### src/hw/rtl/frma_pkg.sv
// Shared types and constants of the moving-average frame rate meter.
package frma_pkg;

    localparam int TICK_W       = 32;
    localparam int LEN_W        = 7;
    localparam int STAMP_W      = 64;
    localparam int RATE_W       = 32;
    localparam int FRAC_W       = 8;
    localparam int NUM_W        = LEN_W + TICK_W + FRAC_W;
    localparam int CFG_IDX_W    = 1;
    localparam int CFG_DATA_W   = 32;
    localparam int DEF_MAX_WIN  = 64;

    localparam logic [TICK_W-1:0] TICK_RATE_RST  = TICK_W'(1000);
    localparam logic [LEN_W-1:0]  WINDOW_LEN_RST = LEN_W'(16);

    localparam logic [CFG_IDX_W-1:0] CFG_TICK_RATE  = 1'b0;
    localparam logic [CFG_IDX_W-1:0] CFG_WINDOW_LEN = 1'b1;

    typedef enum logic [2:0] {
        S_IDLE,
        S_READ,
        S_LOAD,
        S_DIV,
        S_DONE
    } t_state;

    typedef struct packed {
        logic clear;
        logic rd;
        logic upd;
    } t_ring_ctl;

    typedef struct packed {
        logic busy;
        logic done;
    } t_div_stat;

endpackage

### src/hw/rtl/frma_ram.sv
// Generic single-write, single-read RAM with registered read data.
module frma_ram #(
    parameter int WIDTH = 32,
    parameter int DEPTH = 64
) (
    input  logic                     i_clk,
    input  logic                     i_we,
    input  logic [$clog2(DEPTH)-1:0] i_waddr,
    input  logic [WIDTH-1:0]         i_wdata,
    input  logic                     i_re,
    input  logic [$clog2(DEPTH)-1:0] i_raddr,
    output logic [WIDTH-1:0]         o_rdata
);

    logic [WIDTH-1:0] r_mem [DEPTH];
    logic [WIDTH-1:0] r_rdata;

    always_ff @(posedge i_clk) begin
        if (i_we) begin
            r_mem[i_waddr] <= i_wdata;
        end
        if (i_re) begin
            r_rdata <= r_mem[i_raddr];
        end
    end

    assign o_rdata = r_rdata;

endmodule

### src/hw/rtl/frma_ring.sv
// Interval ring with running window sum; fill count marks entries written since clear.
module frma_ring import frma_pkg::*; #(
    parameter int MAX_WINDOW = DEF_MAX_WIN,
    parameter int SUM_W      = TICK_W + $clog2(MAX_WINDOW)
) (
    input  logic              i_clk,
    input  logic              i_rst_n,
    input  t_ring_ctl         i_ctl,
    input  logic [LEN_W-1:0]  i_len,
    input  logic [TICK_W-1:0] i_diff,
    output logic [SUM_W-1:0]  o_sum
);

    localparam int PTR_W = $clog2(MAX_WINDOW);

    logic [PTR_W-1:0]  r_ptr;
    logic [PTR_W:0]    r_fill;
    logic [SUM_W-1:0]  r_sum;
    logic [PTR_W-1:0]  w_ptr_eff;
    logic [TICK_W-1:0] w_rdata;
    logic [TICK_W-1:0] w_old;

    assign w_ptr_eff = (32'(r_ptr) >= 32'(i_len)) ? '0 : r_ptr;
    assign w_old     = (32'(w_ptr_eff) < 32'(r_fill)) ? w_rdata : '0;

    frma_ram #(
        .WIDTH (TICK_W),
        .DEPTH (MAX_WINDOW)
    ) u_ram (
        .i_clk   (i_clk),
        .i_we    (i_ctl.upd),
        .i_waddr (w_ptr_eff),
        .i_wdata (i_diff),
        .i_re    (i_ctl.rd),
        .i_raddr (w_ptr_eff),
        .o_rdata (w_rdata)
    );

    always_ff @(posedge i_clk) begin
        if (!i_rst_n || i_ctl.clear) begin
            r_ptr  <= '0;
            r_fill <= '0;
            r_sum  <= '0;
        end else if (i_ctl.upd) begin
            r_sum <= r_sum - SUM_W'(w_old) + SUM_W'(i_diff);
            if (32'(w_ptr_eff) == 32'(r_fill)) begin
                r_fill <= r_fill + 1'b1;
            end
            if (32'(w_ptr_eff) + 32'd1 >= 32'(i_len)) begin
                r_ptr <= '0;
            end else begin
                r_ptr <= w_ptr_eff + 1'b1;
            end
        end
    end

    assign o_sum = r_sum;

endmodule

### src/hw/rtl/frma_div.sv
// Bit-serial restoring divider, one quotient bit per cycle, saturated result.
module frma_div import frma_pkg::*; #(
    parameter int SUM_W = TICK_W + 6
) (
    input  logic              i_clk,
    input  logic              i_rst_n,
    input  logic              i_start,
    input  logic [NUM_W-1:0]  i_num,
    input  logic [SUM_W-1:0]  i_den,
    output t_div_stat         o_stat,
    output logic [RATE_W-1:0] o_quot
);

    localparam int CNT_W = $clog2(NUM_W + 1);

    logic             r_busy;
    logic             r_done;
    logic [CNT_W-1:0] r_cnt;
    logic [SUM_W-1:0] r_rem;
    logic [SUM_W-1:0] r_den;
    logic [NUM_W-1:0] r_sh;
    logic             r_zero;
    logic [SUM_W:0]   w_rem_sh;
    logic [SUM_W:0]   w_diff;
    logic             w_ge;

    assign w_rem_sh = {r_rem, r_sh[NUM_W-1]};
    assign w_diff   = w_rem_sh - {1'b0, r_den};
    assign w_ge     = (w_rem_sh >= {1'b0, r_den});

    always_ff @(posedge i_clk) begin
        if (!i_rst_n) begin
            r_busy <= 1'b0;
            r_done <= 1'b0;
            r_cnt  <= '0;
        end else begin
            r_done <= 1'b0;
            if (i_start) begin
                r_busy <= 1'b1;
                r_cnt  <= CNT_W'(NUM_W);
            end else if (r_busy) begin
                r_cnt <= r_cnt - 1'b1;
                if (r_cnt == CNT_W'(1)) begin
                    r_busy <= 1'b0;
                    r_done <= 1'b1;
                end
            end
        end
    end

    always_ff @(posedge i_clk) begin
        if (i_start) begin
            r_sh   <= i_num;
            r_rem  <= '0;
            r_den  <= i_den;
            r_zero <= (i_den == '0);
        end else if (r_busy) begin
            r_rem <= w_ge ? w_diff[SUM_W-1:0] : w_rem_sh[SUM_W-1:0];
            r_sh  <= {r_sh[NUM_W-2:0], w_ge};
        end
    end

    assign o_stat.busy = r_busy;
    assign o_stat.done = r_done;
    assign o_quot = r_zero ? '0 :
                    (|r_sh[NUM_W-1:RATE_W]) ? '1 : r_sh[RATE_W-1:0];

endmodule

### src/hw/rtl/frame_rate_moving_average.sv
// Moving-average frame rate meter: timestamp deltas in, Q24.8 frames per second out.
//
// One request per frame event carries a 64-bit tick timestamp; each request yields one
// result. A measured request passes these steps from acceptance to a valid result:
// form the interval and read the ring, update the window sum, load the divider, run
// the bit-serial restoring divider one quotient bit at a time and, once the output
// register is free, present the result. The first request after reset goes straight
// to presenting its result and a request with an unchanged timestamp skips from the
// ring read to presenting, both with rate 0 and measured low. One request is in work
// at a time; the output register lets a new request be accepted while a result waits.
// No clearing pass is needed after reset or after a window length write.
module frame_rate_moving_average import frma_pkg::*; #(
    parameter int MAX_WINDOW = DEF_MAX_WIN
) (
    input  logic                  i_clk,
    input  logic                  i_rst_n,
    input  logic                  s_axis_tvalid,
    output logic                  s_axis_tready,
    input  logic [STAMP_W-1:0]    s_axis_tdata,   // [63:0] timestamp
    output logic                  m_axis_tvalid,
    input  logic                  m_axis_tready,
    output logic [RATE_W-1:0]     m_axis_tdata,   // [31:0] frame_rate
    output logic [0:0]            m_axis_tuser,   // [0] measured
    input  logic                  i_cfg_we,
    input  logic [CFG_IDX_W-1:0]  i_cfg_index,
    input  logic [CFG_DATA_W-1:0] i_cfg_data
);

    localparam int SUM_W = TICK_W + $clog2(MAX_WINDOW);

    t_state             r_state;
    t_state             n_state;
    logic [TICK_W-1:0]  r_tick;
    logic [LEN_W-1:0]   r_wlen;
    logic [STAMP_W-1:0] r_last;
    logic               r_seen;
    logic [TICK_W-1:0]  r_diff;
    logic               r_skip;
    logic               r_meas;
    logic [NUM_W-1:0]   r_num;
    logic               r_ovalid;
    logic [RATE_W-1:0]  r_orate;
    logic               r_omeas;

    logic [LEN_W-1:0]         w_len;
    logic [STAMP_W-1:0]       w_diff64;
    logic [LEN_W+TICK_W-1:0]  w_prod;
    logic [SUM_W-1:0]         w_sum;
    logic [RATE_W-1:0]        w_quot;
    t_ring_ctl                w_ring;
    t_div_stat                w_div;
    logic                     w_accept;
    logic                     w_first;
    logic                     w_load_num;
    logic                     w_div_start;
    logic                     w_out_load;

    always_comb begin
        if (r_wlen == '0) begin
            w_len = LEN_W'(1);
        end else if (32'(r_wlen) > 32'(MAX_WINDOW)) begin
            w_len = LEN_W'(MAX_WINDOW);
        end else begin
            w_len = r_wlen;
        end
    end

    assign w_diff64 = s_axis_tdata - r_last;
    assign w_prod   = (LEN_W+TICK_W)'(w_len) * (LEN_W+TICK_W)'(r_tick);
    assign w_accept = s_axis_tvalid && s_axis_tready;
    assign w_first  = !r_seen;

    always_ff @(posedge i_clk) begin
        if (!i_rst_n) begin
            r_state <= S_IDLE;
        end else begin
            r_state <= n_state;
        end
    end

    always_comb begin
        n_state       = r_state;
        s_axis_tready = 1'b0;
        w_ring.clear  = i_cfg_we && (i_cfg_index == CFG_WINDOW_LEN);
        w_ring.rd     = 1'b0;
        w_ring.upd    = 1'b0;
        w_load_num    = 1'b0;
        w_div_start   = 1'b0;
        w_out_load    = 1'b0;
        case (r_state)
            S_IDLE: begin
                s_axis_tready = 1'b1;
                if (s_axis_tvalid) begin
                    if (w_first) begin
                        n_state = S_DONE;
                    end else begin
                        w_ring.rd = 1'b1;
                        n_state   = S_READ;
                    end
                end
            end
            S_READ: begin
                if (r_skip) begin
                    n_state = S_DONE;
                end else begin
                    w_ring.upd = 1'b1;
                    w_load_num = 1'b1;
                    n_state    = S_LOAD;
                end
            end
            S_LOAD: begin
                w_div_start = 1'b1;
                n_state     = S_DIV;
            end
            S_DIV: begin
                if (w_div.done) begin
                    n_state = S_DONE;
                end
            end
            S_DONE: begin
                if (!r_ovalid || m_axis_tready) begin
                    w_out_load = 1'b1;
                    n_state    = S_IDLE;
                end
            end
            default: begin
                n_state = S_IDLE;
            end
        endcase
    end

    always_ff @(posedge i_clk) begin
        if (!i_rst_n) begin
            r_tick   <= TICK_RATE_RST;
            r_wlen   <= WINDOW_LEN_RST;
            r_last   <= '0;
            r_seen   <= 1'b0;
            r_ovalid <= 1'b0;
        end else begin
            if (i_cfg_we && i_cfg_index == CFG_TICK_RATE) begin
                r_tick <= i_cfg_data[TICK_W-1:0];
            end
            if (i_cfg_we && i_cfg_index == CFG_WINDOW_LEN) begin
                r_wlen <= i_cfg_data[LEN_W-1:0];
            end
            if (w_accept) begin
                r_last <= s_axis_tdata;
                r_seen <= 1'b1;
            end
            if (w_out_load) begin
                r_ovalid <= 1'b1;
            end else if (m_axis_tready) begin
                r_ovalid <= 1'b0;
            end
        end
    end

    always_ff @(posedge i_clk) begin
        if (w_accept) begin
            r_diff <= (|w_diff64[STAMP_W-1:TICK_W]) ? '1 : w_diff64[TICK_W-1:0];
            r_skip <= (w_diff64 == '0);
            r_meas <= 1'b0;
        end
        if (w_load_num) begin
            r_num  <= {w_prod, FRAC_W'(0)};
            r_meas <= 1'b1;
        end
        if (w_out_load) begin
            r_orate <= r_meas ? w_quot : '0;
            r_omeas <= r_meas;
        end
    end

    frma_ring #(
        .MAX_WINDOW (MAX_WINDOW),
        .SUM_W      (SUM_W)
    ) u_ring (
        .i_clk   (i_clk),
        .i_rst_n (i_rst_n),
        .i_ctl   (w_ring),
        .i_len   (w_len),
        .i_diff  (r_diff),
        .o_sum   (w_sum)
    );

    frma_div #(
        .SUM_W (SUM_W)
    ) u_div (
        .i_clk   (i_clk),
        .i_rst_n (i_rst_n),
        .i_start (w_div_start),
        .i_num   (r_num),
        .i_den   (w_sum),
        .o_stat  (w_div),
        .o_quot  (w_quot)
    );

    assign m_axis_tvalid   = r_ovalid;
    assign m_axis_tdata    = r_orate;
    assign m_axis_tuser[0] = r_omeas;

    a_done_in_div: assert property (@(posedge i_clk) disable iff (!i_rst_n)
        w_div.done |-> r_state == S_DIV)
        else $error("divider finished outside the divide state");

    a_busy_in_div: assert property (@(posedge i_clk) disable iff (!i_rst_n)
        w_div.busy |-> r_state == S_DIV)
        else $error("divider running outside the divide state");

    a_unmeasured_zero: assert property (@(posedge i_clk) disable iff (!i_rst_n)
        (m_axis_tvalid && !m_axis_tuser[0]) |-> m_axis_tdata == '0)
        else $error("unmeasured result carries a nonzero rate");

    a_one_in_work: assert property (@(posedge i_clk) disable iff (!i_rst_n)
        w_accept |=> !s_axis_tready)
        else $error("second request accepted while one is in work");

endmodule

### config.mk
export PLATFORM = sky130hd
export DESIGN_NAME = frame_rate_moving_average
export DESIGN_NICKNAME = d
export VERILOG_FILES = /design/src/hw/rtl/frma_pkg.sv /design/src/hw/rtl/frma_ram.sv /design/src/hw/rtl/frma_ring.sv /design/src/hw/rtl/frma_div.sv /design/src/hw/rtl/frame_rate_moving_average.sv
export SDC_FILE = /design/constraint.sdc
export NUM_CORES = 2
export LEC_CHECK = 0
export BUFFER_PORTS_ARGS = -buffer_cell sky130_fd_sc_hd__buf_2
export CAP_MARGIN = 20
export CORE_ASPECT_RATIO = 1.5
export CORE_MARGIN = 8
export CORE_UTILIZATION = 63
export DETAILED_ROUTE_END_ITERATION = 12
export PLACE_DENSITY = 0.77
export SYNTH_ARGS = -nofsm -noshare
export SYNTH_HDL_FRONTEND = slang
export SYNTH_SLANG_ARGS = --single-unit
### constraint.sdc
create_clock -name i_clk -period 9.2 [get_ports i_clk]
set_input_delay 0.46 -clock i_clk [delete_from_list [all_inputs] [get_ports i_clk]]
set_output_delay 0.46 -clock i_clk [all_outputs]
set_load 0.01 [all_outputs]
==> run metrics <==
dpl hpwl=204000 µm; Rows=186; wire length per cell=31.8 µm; first-pass GRT wire length=476000 µm; Worst Skew=42.1 ps; final-layout fill cell count=11000; initial antenna violation count=24; fin util=70.8%; Required @ worst endpoint=9970 ps; Hold Slack=85.0 ps; top post-synthesis cells by count=edfxtp_1 (2271), nand2_1 (787), o21ai_0 (411), inv_1 (403), a21oi_1 (362); Seq/Total Area, Yosys=66.8%; full die area=0.186 mm²; largest area contributor in the netlist=edfxtp_1; initial DRC count=10100; first drt pass iteration count=7; measured slew at the worst slew-check pin=1450 ps; sequential standard cell area=0.0723 mm²; CP max stage delay=440 ps; placed cell area=0.113 mm²; setup TNS=0 ps; Multi-input gate area=0.0334 mm²; GPL Wtd Cong=0.978; Post-Route WL=332000 µm; Finished Cell Area=0.121 mm²; Core ar.=0.171 mm²; # H-tree levels=4; ys async rst share=0%; P&R area growth vs syn=11.8%; Peak VDD IR=197 µV; final net count=8492; CTS tree=done; Power Total=24.9 mW; Clock Tree Buf Depth=3; Slew Viols, Final=0; GRT met3 Usage=7.76%; Worst path top cell family by delay=compound AO/OA/AOI/OAI gates; input/output buffers=136; crit share post-route=89.3%; total number of vias=71400; DIE WIDTH=355 µm; die height=524 µm; top-count cell post-synth=edfxtp_1; GRT met1 Usage=39.7%; share of cells above drive strength 1=12.6%; Worst EP arrival=8980 ps; max cap viols=0; mapped cell area=0.108 mm²; pin count of the biggest net entering global routing=94; post-cts sizing count=0; Slew headroom=2.03%; pre-CTS WS=1150 ps; min setup slack post-route=989 ps; Crit Path Category=reg2reg; synth top area cells=edfxtp_1 (63%), dfxtp_1 (3.8%), fa_1 (3.4%); leakage power=40.8 nW; Root Buffer=clkbuf_16; Final Hold Fails=0; vias in the first global route=70600; Crit Path Max Fanout=40; fmax=122 MHz; Reg clk slew, reported paths=70 ps; Post-synth EDFFs=2271; synthesized instance count=7715; Yosys cell types=86; Worst path slowest cell=buf_4; RSZ-0062 raised after global routing=false; Initial Utilization=63.3%; syn avg cell area=14.0 µm²; area share of the largest cell type after synthesis=63.0%; Syn Nets=8222; CP most frequent cell=a21oi_1; worst skew pair latency=900 ps; CP startpoint kind=register; Cell Count, Final, Fillers Out=10400; Crit. End Element=register; final setup fails=0; Inst Count DP=9912; crit path buf inv count=5; total track usage=35.1%; total CTS buffers=214; Vias/cell=6.84; Ports=137; grt total ovfl=0; global routing's busiest layer=met2; min-delay worst type=in2reg; Top FF cell, synth=edfxtp_1; PwrDens=206 mW/mm²; minimum clock period=8210 ps; outcome=completed; Final ANT Viol Nets=0; Post-route DRC=0; GRT met2 Usage=57.3%; clock sink count=2477; number of synthesized register bits=2477; Yosys warnings=0
-- report_power, final --
part | switching, mW | internal, mW
Clock | 4.13 | 5.13
Combinational | 1.87 | 1.27
Sequential | 0.159 | 12.4
Total | 6.16 | 18.8
-- cells by family after synthesis --
logic type	share of synthesized area [%]
adder cells (fa/ha/maj)	5.95
buffers and inverters	2.98
multiplexers	4.90
AND/OR/NAND/NOR	6.38
flip-flops	66.8
AO/OA/AOI/OAI	11.7
XOR/XNOR	1.30
-- state kept, by name, indices dropped and copies added (netlist names), 3 cells and up --
name	flops
r_diff	32
r_last	64
u_ring.r_ptr	6
u_ring.u_ram.r_mem	2048
u_ring.u_ram.o_rdata	32
r_num	39
r_tick	32
u_div.r_den	38
u_div.r_cnt	6
r_state	3
u_ring.o_sum	38
m_axis_tdata	32
u_div.r_sh	47
u_div.r_rem	38
r_wlen	7
u_ring.r_fill	7
-- placed cells by master (no fill, tap or decap), types with 49 or more instances in the layout --
cell              n
a21boi_0        102
a21o_1           87
a21oi_1         358
a221oi_1        212
a22o_1          135
a22oi_1         205
and2_1           96
buf_2           136
buf_4           237
clkbuf_16       216
dfxtp_1         202
dlygate4sd3_1    97
edfxtp_1       2271
fa_1            183
ha_1            222
inv_1           398
mux2_2           90
mux2i_1         230
mux4_2           88
nand2_1         782
nand3_1         102
nand4_1          51
nor2_1          232
nor2_4           50
o21ai_0         404
xnor2_1         111
xor2_1           49
-- layout make-up --
type / instances / area share [%]
diodes: 17 / 0.0351
clock buffers: 263 / 4.65
flip-flops and latches: 2477 / 59.7
clock inverters: 137 / 1.25
well taps: 2256 / 2.33
multi-input cells: 4391 / 27.6
inverters: 406 / 1.26
repair buffers: 495 / 3.19
-- per-layer routing --
layer  part of all wire, %  vias to the layer above
li1                      -                    29800
met1                    32                    35200
met2                    47                     5128
met3                    11                     1285
met4                    10                        8
met5                 0.016                        -
-- tightest hold or removal path, cell delays in order --
cell     delay (ps)
buf_2           190
nor2b_2         100
nand2_1          70
nand3_1          80
-- worst paths after layout --
path                                                      end                    start  cells past startpoint  slack [ps]
worst max-delay path            u_ring.o_sum[34]$_SDFFE_PP0P_   r_wlen[6]$_SDFFE_PN0P_                     35         990
worst min-delay path                   r_tick[3]$_SDFFE_PN1P_              i_cfg_index                      4          80
worst max register to register  u_ring.o_sum[34]$_SDFFE_PP0P_   r_wlen[6]$_SDFFE_PN0P_                     35         990
worst min register to register        r_last[61]$_SDFFE_PN0P_  r_last[61]$_SDFFE_PN0P_                      2         470
-- repair_timing --
action	CTS	global route
setup buffers	0	0
hold buffers	97	0
endpoints found under the hold margin	98	0
(Power assumes the default switching activity.)
